## src/sasd_pkg.sv

```systemverilog
// ----------------------------------------------------------------------------
// sasd_pkg
// Shared types and constants for the two-stacks-in-one-store block.
// ----------------------------------------------------------------------------
`default_nettype none

package sasd_pkg;

    localparam int STORE_DEPTH   = 32;
    localparam int ELEMENT_WIDTH = 32;

    // Address and count widths follow the store depth.
    localparam int ADDR_W = (STORE_DEPTH > 1) ? $clog2(STORE_DEPTH) : 1;
    localparam int CNT_W  = $clog2(STORE_DEPTH + 1);

    // Fixed field widths of the stream payloads.
    localparam int VALUE_W  = 32;
    localparam int COUNT_W  = 6;
    localparam int S_DATA_W = 32;
    localparam int S_USER_W = 3;
    localparam int M_DATA_W = 40;
    localparam int M_USER_W = 3;

    typedef enum logic [1:0] {
        MODE_PUSH  = 2'd0,
        MODE_POP   = 2'd1,
        MODE_CLEAR = 2'd2
    } mode_t;

    typedef enum logic [1:0] {
        STAT_DONE  = 2'd0,
        STAT_FULL  = 2'd1,
        STAT_EMPTY = 2'd2
    } status_t;

    typedef enum logic [1:0] {
        ST_IDLE,
        ST_READ
    } state_t;

endpackage : sasd_pkg

`default_nettype wire

```

## src/shared_array_double_stack.sv

```systemverilog
// ----------------------------------------------------------------------------
// shared_array_double_stack
// Two LIFO stacks in one synchronous store: stack 0 grows up from entry 0,
// stack 1 grows down from the last entry.
// ----------------------------------------------------------------------------
//
//  Channel  Direction  tdata (low bit up)                    tuser (low bit up)
//  s_       in         push_value[31:0]                      mode[1:0], stack_sel[2]
//  m_       out        popped_value[31:0], total_count[37:32] status[1:0], all_empty[2]
//
//  A push, a clear, a refused operation or an unused mode has its result loaded
//  into the output register at the input transfer.
//  A successful pop first reads the store into a read register; the result is
//  loaded into the output register when the read data returns.
//  A new input transfer is taken while the output register is empty or is being
//  emptied in the same cycle, and not while a pop read is outstanding.
//  Reset clears both counts and the control state; the store needs no clearing.
//
`default_nettype none

module shared_array_double_stack (
    input  wire logic                          aclk,
    input  wire logic                          aresetn,
    input  wire logic                          s_tvalid,
    output logic                               s_tready,
    input  wire logic [sasd_pkg::S_DATA_W-1:0] s_tdata,  // push_value[31:0]
    input  wire logic [sasd_pkg::S_USER_W-1:0] s_tuser,  // mode[1:0], stack_sel[2]
    output logic                               m_tvalid,
    input  wire logic                          m_tready,
    output logic [sasd_pkg::M_DATA_W-1:0]      m_tdata,  // popped_value[31:0],
                                                         // total_count[37:32], zero fill
    output logic [sasd_pkg::M_USER_W-1:0]      m_tuser   // status[1:0], all_empty[2]
);

    localparam int EW = sasd_pkg::ELEMENT_WIDTH;
    localparam int AW = sasd_pkg::ADDR_W;
    localparam int CW = sasd_pkg::CNT_W;

    logic [EW-1:0] mem [sasd_pkg::STORE_DEPTH];

    sasd_pkg::state_t  state_reg, state_next;
    logic [CW-1:0]     bot_cnt_reg, bot_cnt_next;
    logic [CW-1:0]     top_cnt_reg, top_cnt_next;

    logic                       out_valid_reg, out_valid_next;
    sasd_pkg::status_t          out_status_reg, out_status_next;
    logic [sasd_pkg::VALUE_W-1:0] out_value_reg, out_value_next;
    logic [sasd_pkg::COUNT_W-1:0] out_count_reg, out_count_next;
    logic                       out_empty_reg, out_empty_next;

    logic [EW-1:0] rd_data_reg;
    logic          rd_en;
    logic [AW-1:0] rd_addr;
    logic          wr_en;
    logic [AW-1:0] wr_addr;
    logic [EW-1:0] wr_data;

    logic                  accept;
    sasd_pkg::mode_t       in_mode;
    logic                  in_sel;
    logic [CW-1:0]         total;
    logic                  store_full;

    assign in_mode = sasd_pkg::mode_t'(s_tuser[1:0]);
    assign in_sel  = s_tuser[2];

    assign s_tready = (state_reg == sasd_pkg::ST_IDLE) && (!out_valid_reg || m_tready);
    assign accept   = s_tvalid && s_tready;

    assign total       = bot_cnt_reg + top_cnt_reg;
    assign store_full  = (total == CW'(sasd_pkg::STORE_DEPTH));

    // The element keeps the low bits of the sign-extended input value.
    assign wr_data = EW'(signed'(s_tdata[sasd_pkg::VALUE_W-1:0]));

    always_comb begin
        state_next      = state_reg;
        bot_cnt_next    = bot_cnt_reg;
        top_cnt_next    = top_cnt_reg;
        out_valid_next  = out_valid_reg && !m_tready;
        out_status_next = out_status_reg;
        out_value_next  = out_value_reg;
        out_count_next  = out_count_reg;
        out_empty_next  = out_empty_reg;
        wr_en           = 1'b0;
        wr_addr         = in_sel ? AW'(sasd_pkg::STORE_DEPTH - 1) - AW'(top_cnt_reg)
                                 : AW'(bot_cnt_reg);
        rd_en           = 1'b0;
        rd_addr         = in_sel ? AW'(sasd_pkg::STORE_DEPTH) - AW'(top_cnt_reg)
                                 : AW'(bot_cnt_reg - CW'(1));

        unique case (state_reg)
            sasd_pkg::ST_IDLE: begin
                if (accept) begin
                    out_status_next = sasd_pkg::STAT_DONE;
                    out_value_next  = '0;
                    out_valid_next  = 1'b1;
                    unique case (in_mode)
                        sasd_pkg::MODE_PUSH: begin
                            if (store_full) begin
                                out_status_next = sasd_pkg::STAT_FULL;
                            end else begin
                                wr_en = 1'b1;
                                if (in_sel) begin
                                    top_cnt_next = top_cnt_reg + CW'(1);
                                end else begin
                                    bot_cnt_next = bot_cnt_reg + CW'(1);
                                end
                            end
                        end
                        sasd_pkg::MODE_POP: begin
                            if ((in_sel ? top_cnt_reg : bot_cnt_reg) == '0) begin
                                out_status_next = sasd_pkg::STAT_EMPTY;
                            end else begin
                                // The result waits for the store read.
                                rd_en          = 1'b1;
                                out_valid_next = 1'b0;
                                state_next     = sasd_pkg::ST_READ;
                                if (in_sel) begin
                                    top_cnt_next = top_cnt_reg - CW'(1);
                                end else begin
                                    bot_cnt_next = bot_cnt_reg - CW'(1);
                                end
                            end
                        end
                        sasd_pkg::MODE_CLEAR: begin
                            bot_cnt_next = '0;
                            top_cnt_next = '0;
                        end
                        default: begin
                        end
                    endcase
                    out_count_next = sasd_pkg::COUNT_W'(bot_cnt_next + top_cnt_next);
                    out_empty_next = ((bot_cnt_next + top_cnt_next) == '0);
                end
            end
            sasd_pkg::ST_READ: begin
                // The output register is known to be empty here.
                out_valid_next  = 1'b1;
                out_status_next = sasd_pkg::STAT_DONE;
                out_value_next  = sasd_pkg::VALUE_W'(signed'(rd_data_reg));
                state_next      = sasd_pkg::ST_IDLE;
            end
            default: begin
                state_next = sasd_pkg::ST_IDLE;
            end
        endcase
    end

    always_ff @(posedge aclk) begin
        if (!aresetn) begin
            state_reg     <= sasd_pkg::ST_IDLE;
            bot_cnt_reg   <= '0;
            top_cnt_reg   <= '0;
            out_valid_reg <= 1'b0;
        end else begin
            state_reg     <= state_next;
            bot_cnt_reg   <= bot_cnt_next;
            top_cnt_reg   <= top_cnt_next;
            out_valid_reg <= out_valid_next;
        end
    end

    always_ff @(posedge aclk) begin
        out_status_reg <= out_status_next;
        out_value_reg  <= out_value_next;
        out_count_reg  <= out_count_next;
        out_empty_reg  <= out_empty_next;
    end

    always_ff @(posedge aclk) begin
        if (wr_en) begin
            mem[wr_addr] <= wr_data;
        end
    end

    always_ff @(posedge aclk) begin
        if (rd_en) begin
            rd_data_reg <= mem[rd_addr];
        end
    end

    assign m_tvalid = out_valid_reg;
    assign m_tdata  = {(sasd_pkg::M_DATA_W - sasd_pkg::COUNT_W - sasd_pkg::VALUE_W)'(0),
                       out_count_reg, out_value_reg};
    assign m_tuser  = {out_empty_reg, out_status_reg};

endmodule : shared_array_double_stack

`default_nettype wire

```

## config.mk

```make
export PLATFORM = sky130hd
export DESIGN_NAME = shared_array_double_stack
export DESIGN_NICKNAME = d
export VERILOG_FILES = /design/src/sasd_pkg.sv /design/src/shared_array_double_stack.sv
export SDC_FILE = /design/constraint.sdc
export NUM_CORES = 1
export LEC_CHECK = 0
export ABC_AREA = 1
export CAP_MARGIN = 30
export CORE_MARGIN = 10
export CORE_UTILIZATION = 53
export DETAILED_ROUTE_END_ITERATION = 10
export DONT_BUFFER_PORTS = 1
export PLACE_DENSITY = 0.76
export SYNTH_ARGS = -nofsm -noshare
export SYNTH_HDL_FRONTEND = slang
export SYNTH_SLANG_ARGS = --single-unit
```

## constraint.sdc

```tcl
create_clock -name aclk -period 5 [get_ports aclk]
set_input_delay 0.75 -clock aclk [delete_from_list [all_inputs] [get_ports aclk]]
set_output_delay 0.75 -clock aclk [all_outputs]
set_load 0.02 [all_outputs]
```

After elaboration in Yosys (flattened, before gate mapping):

Memories as Yosys holds them, arrays and structs flattened. A register that Yosys moved wholly into a read port is not among the register bits.
Cells that the tools add are included.

* muxes and demuxes: 38
* bitwise operators: 1
* eq/ne operators: 4
* $add $sub $neg: 8
* reductions and logical operators: 15

Operator list (number)
* $mux 6: 13
* $pmux 32 s2: 1
* $pmux 6 s3: 2
* $mux 32: 1
* $mux 1: 14
* $add 6x1->6 const B: 2
* $add 6x6->6: 2
* $logic_not 6->1: 2
* $sub 6x1->6 const B: 2
* $mux 5: 2
* $pmux 2 s2: 2
* $eq 6x6->1 const B: 1
* $reduce_and 2->1: 3
* $sub 1x5->5 const A: 1
* $sub 5x5->5 const A: 1
* $logic_not 2->1: 2
* $mux 2: 2
* $logic_and 1x1->1: 3
* $reduce_and 3->1: 1
* $eq 2x1->1 const B: 1
* $eq 2x2->1 const B: 1
* $logic_not 1->1: 2
* $ne 2x2->1 const B: 1
* $pmux 1 s2: 1
* other kinds (3): 3

* word-level logic and storage cells: 75
* bits in registers: 55
* RAM bits: 1024
* memories: 1

Memory list
* mem: depth 32, bits a word 32, read ports 1, clocked after memory_dff 1, wr ports 1, RTL line shared_array_double_stack.sv:39 `logic [EW-1:0] mem [sasd_pkg::STORE_DEPTH];`

Logic depth before layout (Yosys ltp):

Gate-level depths: netlist (run 1).

* word-level depth: 8
* mapped depth: 26
* depth with buffers taken out: 25

Worst setup path after synthesis (run 1):

OpenSTA, ideal clock, no wires.

* kind: flip-flop to flip-flop
* start point: register bot_cnt_reg[0]
* end point: memory mem[16][0] in the netlist's numbering (enable)
* data required time: 4.579 ns
* setup time: 0.421 ns
* path slack: 1.111 ns
* cell stages (with the launch flop): 14
* arrival time: 3.468 ns
* clock period less this slack: 3.889 ns
* path through: dfxtp_1 ha_1 fa_1 nor2_1 nand2_1 nor2_1 nand3_1 nor2_1 nand2_1 buf_4 nand2_1 nor2_1 nand3_1 nor2_1

* word-level cells in the longest chain between the ends: 8
* elaborated cells between the ends (all ways): 9

RTL lines
* start: declaration: RTL line shared_array_double_stack.sv:42 `logic [CW-1:0] bot_cnt_reg, bot_cnt_next;`
* start signal: assignment: RTL line shared_array_double_stack.sv:158 `bot_cnt_reg <= bot_cnt_next;`
* $add 6x6->6: RTL line shared_array_double_stack.sv:70 `assign total = bot_cnt_reg + top_cnt_reg;`
* $eq 6x6->1: RTL line shared_array_double_stack.sv:71 `assign store_full = (total == CW'(sasd_pkg::STORE_DEPTH));`
* $mux 1: RTL line shared_array_double_stack.sv:100 `if (store_full) begin`
* $mux 1: RTL line shared_array_double_stack.sv:98 `unique case (in_mode)`
* $mux 1: RTL line shared_array_double_stack.sv:94 `if (accept) begin`
* $mux 1: RTL line shared_array_double_stack.sv:92 `unique case (state_reg)`
* $mux 1: RTL line shared_array_double_stack.sv:172 `if (wr_en) begin`
* $mux 1 (not written as such): RTL line shared_array_double_stack.sv:173 `mem[wr_addr] <= wr_data;`
* end: declaration: RTL line shared_array_double_stack.sv:39

Several ways; a longest one is shown, not always the timed one.

Worst setup path after layout (run 1):

* start point: register bot_cnt_reg[0]
* end point: register out_count_reg[5] in the netlist's numbering (data pin)

* word-level cells in the longest chain between the ends: 7
* elaborated cells between the ends (all ways): 19

RTL lines
* $add 6x6->6 (tied with other cells): RTL line shared_array_double_stack.sv:70
* $eq 6x6->1 (tied with other cells): RTL line shared_array_double_stack.sv:71
* $mux 6, on equally long branches: RTL line shared_array_double_stack.sv:100, shared_array_double_stack.sv:112
* $pmux 6 s3: RTL line shared_array_double_stack.sv:98
* $mux 6: RTL line shared_array_double_stack.sv:94
* $mux 6: RTL line shared_array_double_stack.sv:92
* $add 6x6->6 *: RTL line shared_array_double_stack.sv:133 `out_count_next = sasd_pkg::COUNT_W'(bot_cnt_next + top_cnt_next);`
* end signal: assignment: RTL line shared_array_double_stack.sv:167 `out_count_reg <= out_count_next;`
* end: declaration: RTL line shared_array_double_stack.sv:48 `logic [sasd_pkg::COUNT_W-1:0] out_count_reg, out_count_next;`

Every way passes the cells marked *; elsewhere a longest branch is shown, timed or not. The select of a mux whose other input is x is not followed.
A chain may end at the register's enable or synchronous reset.

==> results of run 1 <==
[critical path, cell delays in order (launching register included)]
cell	delay, ns
dfxtp_1	0.52
ha_1	0.27
fa_1	0.43
nor2_1	0.11
nand2_1	0.06
nor2_1	0.09
nand3_1	0.09
nor2_1	0.22
nand2_1	0.39
nand3_1	0.28
nor2_1	0.05
o21ai_0	0.17
nand2_1	0.10
ha_1	0.36
a21oi_1	0.18
nand2_1	0.11
a21o_1	0.17
a21oi_1	0.18
nand4_1	0.14
nand2_1	0.09
nand2_1	0.06
nand2_1	0.06
inv_1	0.04
[routing by layer]
metal  track usage  vias up
met5             0        -
met4       0.09316        3
met3       0.04866      259
met2        0.3621     1786
met1        0.3276    13893
li1              -    12660
[cell families after synthesis]
family / count (synthesis)
simple gates: 1048
buf+inv: 334
fa+ha+maj: 16
other cells: 1
compound gates: 900
flops: 1111
xor+xnor: 9
[worst max-delay path by stage]
stage | endpoint | slack, ns
final | out_count_reg[5]$_DFFE_PP_ | 0.61
after global routing | out_count_reg[5]$_DFFE_PP_ | 0.30
after CTS | out_count_reg[5]$_DFFE_PP_ | 0.65
after detailed placement | out_count_reg[5]$_DFFE_PP_ | 0.68
after global placement | out_count_reg[5]$_DFFE_PP_ | 0.72
after floorplan | mem[16][0]$_DFFE_PP_ | 1.11
[through the flow]
step	util	cells	hold slack, ns	total power [mW]
floorplan	-	3420	0.4814	12.45
CTS	0.5939	4560	0.1370	21.30
finish	0.5940	4562	0.1709	21.32
global route	0.5940	4561	0.1417	21.96
global placement	0.5526	4366	0.4864	13.43
detailed placement	0.5529	4367	0.4889	13.49
[area by class of cell]
class | count | share of cell area
Timing Repair Buffer | 102 | 0.01961
Antenna cell | 1 | 0.00005042
Tap cell | 1080 | 0.02722
Multi-Input combinational cell | 1975 | 0.2070
Clock buffer | 132 | 0.05712
Clock inverter | 61 | 0.01187
Inverter | 100 | 0.007814
Sequential cell | 1111 | 0.6693
[where the power goes]
group | switching, mW | internal (mW) | total (mW)
logic | 2.12 | 0.818 | 2.94
registers | 0.0792 | 10.4 | 10.4
clock network | 3.40 | 4.54 | 7.93
total | 5.60 | 15.7 | 21.3
[cells in the final DEF, fill, tap and decap left out, types with 3 or more instances in the layout]
cell / Yosys / routed
edfxtp_1: 1097 / 1097
nand2_1: 927 / 926
a21oi_1: 411 / 411
o21ai_0: 174 / 174
a32o_1: 128 / 128
a32oi_1: 128 / 128
clkbuf_16: 0 / 110
inv_1: 91 / 90
buf_4: 9 / 85
o21ai_1: 49 / 47
nand3_1: 41 / 41
nor2_4: 0 / 33
nor2_1: 62 / 29
clkbuf_1: 98 / 22
clkinv_2: 0 / 22
clkinv_1: 3 / 20
buf_12: 0 / 15
ha_1: 14 / 14
dfxtp_1: 14 / 14
bufinv_16: 0 / 10
xor2_1: 7 / 7
nor3_1: 7 / 7
inv_2: 6 / 6
inv_6: 0 / 5
o211ai_1: 4 / 4
nand4_1: 4 / 4
o21ai_4: 0 / 3
clkinvlp_4: 0 / 3
==> results.ini, run 1 <==
[logic_synthesis]
muxShareOfSynthArea = 0
yosys.area_share.adder = 0.004819
synth-xor-area-share = 0.001765
synth.distinct_cells = 37
yosysTopAreaCellShare = 0.7376
ys_seq_area_frac = 0.7439
synthSimpleGateAreaFrac = 0.09027
synth_largest_area_cell = edfxtp_1
syn_area_per_cell_sq_um = 13.06
yosys_warnings = 0
synth_top_family_by_area = compound AO/OA/AOI/OAI gates
synth_ff_type = edfxtp_1
synth_compound_area_frac = 0.1266
post-synth-top-count-cell = edfxtp_1
synth-seq-cells = 1111
synth_common_cells = 1097 x edfxtp_1, 927 x nand2_1, 411 x a21oi_1
synth_area_leaders = edfxtp_1 74%, nand2_1 7.8%, a21oi_1 4.6%
netlist_instances = 3419
syn-cell-area_sq_mm = 0.04466
async_flop_share = 0
synth_edf_count = 1097

[finish]
fillers = 6147
drive_above_1_share = 0.08733
synthToLayoutAreaGrowth_pct = 11.15
nets = 3453
largest_reg_flops = 1024
final_cell_area_sq_mm = 0.04964
seqCellArea_sq_mm = 0.03322
multiInputGateArea_sq_mm = 0.01027

[die]
ioPinCount = 84
die_height_microns = 310.3
core_sq_mm = 0.08356
row_count = 106
die_w_microns = 310.3
fp.dieArea_sq_mm = 0.09627
initial_core_util = 0.5345

[global_route]
grt_max_degree = 199
grt.overflow.total = 0
grt.total_usage = 0.2354
grt_pass1_vias = 27037
antenna_found_initial = 2
grt_pass1_wl_microns = 170000

[setup_path]
required_ns = 5.45
reg2reg_slack_ns = 0.61
rr_endpoint = out_count_reg[5]$_DFFE_PP_
r2r_start = bot_cnt_reg[0]$_SDFFE_PN0P_
cp-start-kind = flip-flop
path_max_fanout = 14
startpoint = bot_cnt_reg[0]$_SDFFE_PN0P_
critPathCaptureType = flip-flop
r2r_cells = 22
crit_type = reg2reg
arrival_ns = 4.84

[cts]
cts-buffers-inserted = 108
cts_num_sinks = 1111
cts_buffer_depth = 3
tritoncts = built
root_buffer = clkbuf_16
cts_hold_buffers = 0
clock_latency_ns = 0.69
cts_resized = 0
clk_pin_slew_ns = 0.06
htree_levels = 3
postCtsSetupBuffers = 0

[sta]
rsz0062_at_grt = false
fmax_ghz = 0.2278
tightest_slew_ns = 0.9900
post-route-period-util = 0.8781
tns_ns = 0
finalSetupViolCount = 0
max-slew-margin-rel = 0.3400
finClkSkew_ns = 0.02677
finalCriticalPeriod_ns = 4.390
hold_viol = 0
fin_ws_ns = 0.6096
drv_slew = 0

[min_path]
worstHoldPathType = in2reg
whs_path_depth = 0
min_from = s_tdata[21]
hold_end = mem[27][21]$_DFFE_PP_

[power_and_ir_drop]
powerDensity_mw_per_mm2 = 429.6
leakage_nw = 16.84
ir_worst_vdd_uv = 382.4

[routing]
highest_layer = met5
via_per_inst = 6.269
met1_length_microns = 44040
routed-wl-met3_microns = 13360
drt_wl_total_microns = 114300
ant_nets = 0
drt_iter0_drc = 4303
drc = 0
via_count = 28601
drt_first_pass_iters = 6
wl_met2_microns = 52430
wl_per_cell_microns = 25.06

[placed_design]
dp_slack_ns = 0.6804
numPortBuffers = 0
finalWeightedCongestion = 0.8731
placed_area_sq_mm = 0.04620
dpl.hpwl_microns = 66350

[run_status]
outcome = finished clean

[job]
maxCapViolations = 0

Power figures use the tool's default switching activity.
==> run 2: changes to the inputs <==
--- a/config.mk
+++ b/config.mk
@@ -7,11 +7,13 @@
 export LEC_CHECK = 0
 export ABC_AREA = 1
 export CAP_MARGIN = 30
+export CELL_PAD_IN_SITES_DETAIL_PLACEMENT = 1
+export CELL_PAD_IN_SITES_GLOBAL_PLACEMENT = 1
 export CORE_MARGIN = 10
 export CORE_UTILIZATION = 53
 export DETAILED_ROUTE_END_ITERATION = 10
 export DONT_BUFFER_PORTS = 1
-export PLACE_DENSITY = 0.76
+export PLACE_DENSITY = 0.87
 export SYNTH_ARGS = -nofsm -noshare
 export SYNTH_HDL_FRONTEND = slang
 export SYNTH_SLANG_ARGS = --single-unit
==> results.ini, run 2 (synthesis results as in run 1) <==
[cts]
cts_num_sinks = 1111
cts_buffer_depth = 3
cts_hold_buffers = 0
cts_resized = 0
clk_pin_slew_ns = 0.08
tritoncts = built
root_buffer = clkbuf_16
clock_latency_ns = 0.72
htree_levels = 3
postCtsSetupBuffers = 0
cts-buffers-inserted = 110

[routing]
drt_wl_total_microns = 144500
via_count = 30582
via_per_inst = 6.699
ant_nets = 0
drc = 0
drt_first_pass_iters = 6
drt_iter0_drc = 4348
wl_per_cell_microns = 31.65

[die]
die_height_microns = 310.3
row_count = 106
core_sq_mm = 0.08356
die_w_microns = 310.3
fp.dieArea_sq_mm = 0.09627
ioPinCount = 84
initial_core_util = 0.5345

[global_route]
grt.total_usage = 0.2957
antenna_found_initial = 13
grt.overflow.total = 0
grt_max_degree = 203
grt_pass1_vias = 31861
grt_pass1_wl_microns = 210000

[power_and_ir_drop]
switchingPower_mw = 6.034
clkPwrFrac = 0.370
leakage_nw = 16.82
cellInternalPower_mw = 15.59
ir_worst_vdd_uv = 309.2
powerDensity_mw_per_mm2 = 435.1
seqPwrFrac = 0.484
combPwrFrac = 0.147
p_sw_frac = 0.2791

[sta]
finalSetupViolCount = 0
max-slew-margin-rel = 0.3136
finalCriticalPeriod_ns = 4.682
tightest_slew_ns = 1.030
hold_viol = 0
post-route-period-util = 0.9364
finClkSkew_ns = 0.04375
tns_ns = 0
rsz0062_at_grt = false
drv_slew = 0
fmax_ghz = 0.2136

[setup_path]
required_ns = 5.36
rr_endpoint = mem[26][13]$_DFFE_PP_
path_max_fanout = 14
critPathCaptureType = flip-flop
r2r_start = bot_cnt_reg[0]$_SDFFE_PN0P_
crit_type = reg2reg
cp-start-kind = flip-flop
startpoint = bot_cnt_reg[0]$_SDFFE_PN0P_
crit_end = mem[26][13]$_DFFE_PP_
r2r_cells = 13
arrival_ns = 5.05
reg2reg_slack_ns = 0.32

[placed_design]
finalWeightedCongestion = 0.8905
numPortBuffers = 0
dpl.hpwl_microns = 82520

[finish]
nets = 3447
final_cell_mix = 1097 x edfxtp_1, 925 x nand2_1, 411 x a21oi_1
drive_above_1_share = 0.08352
final_common_cell = edfxtp_1
synthToLayoutAreaGrowth_pct = 11.27
largest_reg_flops = 1024
finish.utilization = 0.5947

[min_path]
worstHoldPathType = in2reg

[run_status]
outcome = finished clean

[job]
maxCapViolations = 0

## run 2: cell types whose count changed in the layout (fill, tap and decap cells not counted), sizes merged
| cell | change |
|---|---|
| clkbuf | +19 |
| clkinv | -3 |
| clkinvlp | -1 |
| bufinv | -5 |
| inv | +1 |
| buf | -8 |
## run 2: per-stage QoR
step	std cells	setup WS (ns)	cell area (sq um)	hold WS [ns]	power [mW]
after floorplan	3420	1.111	44660	0.4814	12.45
after global placement	4359	0.6841	46290	0.4929	13.44
after detailed placement	4359	0.5096	46290	0.4991	13.63
after CTS	4563	0.4550	49680	0.09396	21.55
after global routing	4564	0.04984	49690	0.1110	22.16
final	4565	0.3179	49690	0.1293	21.62
## run 2: layer usage
layer | track usage | wire length [microns] | vias up
met5 | 0 | 88 | -
met3 | 0.06464 | 15820 | 509
li1 | - | - | 12643
met2 | 0.4861 | 70010 | 2174
met4 | 0.1514 | 7747 | 14
met1 | 0.3673 | 50810 | 15242
## run 2: power by group through the flow
stage | clock (mW) | sequential (mW) | combinational [mW]
final | 7.99 | 10.5 | 3.18
after global placement | 0 | 10.7 | 2.79
after detailed placement | 0 | 10.7 | 2.97
after global routing | 8.38 | 10.5 | 3.33
after floorplan | 0 | 10.6 | 1.81
after CTS | 8.02 | 10.5 | 3.07
## run 2: final cells by class
| type | count | area (sq um) |
|---|---|---|
| clock inverters | 53 | 457.9 |
| repair buffers | 94 | 1056 |
| inverters | 100 | 387.9 |
| well taps | 1080 | 1351 |
| clock buffers | 151 | 2938 |
| flip-flops and latches | 1111 | 33220 |
| diodes | 1 | 2.502 |
| fillers | 7909 | 33860 |
| multi-input cells | 1975 | 10280 |
## run 2: worst min-delay path by stage
stage	from	to	slack [ns]	cells past startpoint
after CTS	s_tdata[3]	mem[1][3]$_DFFE_PP_	0.09	0
after floorplan	rd_data_reg[0]$_DFFE_PP_	out_value_reg[0]$_SDFFCE_PN0P_	0.48	2
final	s_tdata[3]	mem[1][3]$_DFFE_PP_	0.13	0
after global routing	s_tdata[3]	mem[1][3]$_DFFE_PP_	0.11	0
after detailed placement	rd_data_reg[14]$_DFFE_PP_	out_value_reg[14]$_SDFFCE_PN0P_	0.50	2
after global placement	rd_data_reg[16]$_DFFE_PP_	out_value_reg[16]$_SDFFCE_PN0P_	0.49	2
## run 2: worst max-delay path, cell delays in order (launching register included)
cell	delay (ns)
dfxtp_1	0.40
ha_1	0.30
fa_1	0.51
nor2_1	0.05
nand2_1	0.06
nor2_1	0.05
nand3_1	0.08
nor2_1	0.08
nand2_1	0.41
nand2_1	0.21
nor2_1	0.59
nand3_1	0.54
nor2_4	0.64
buf_4	0.39
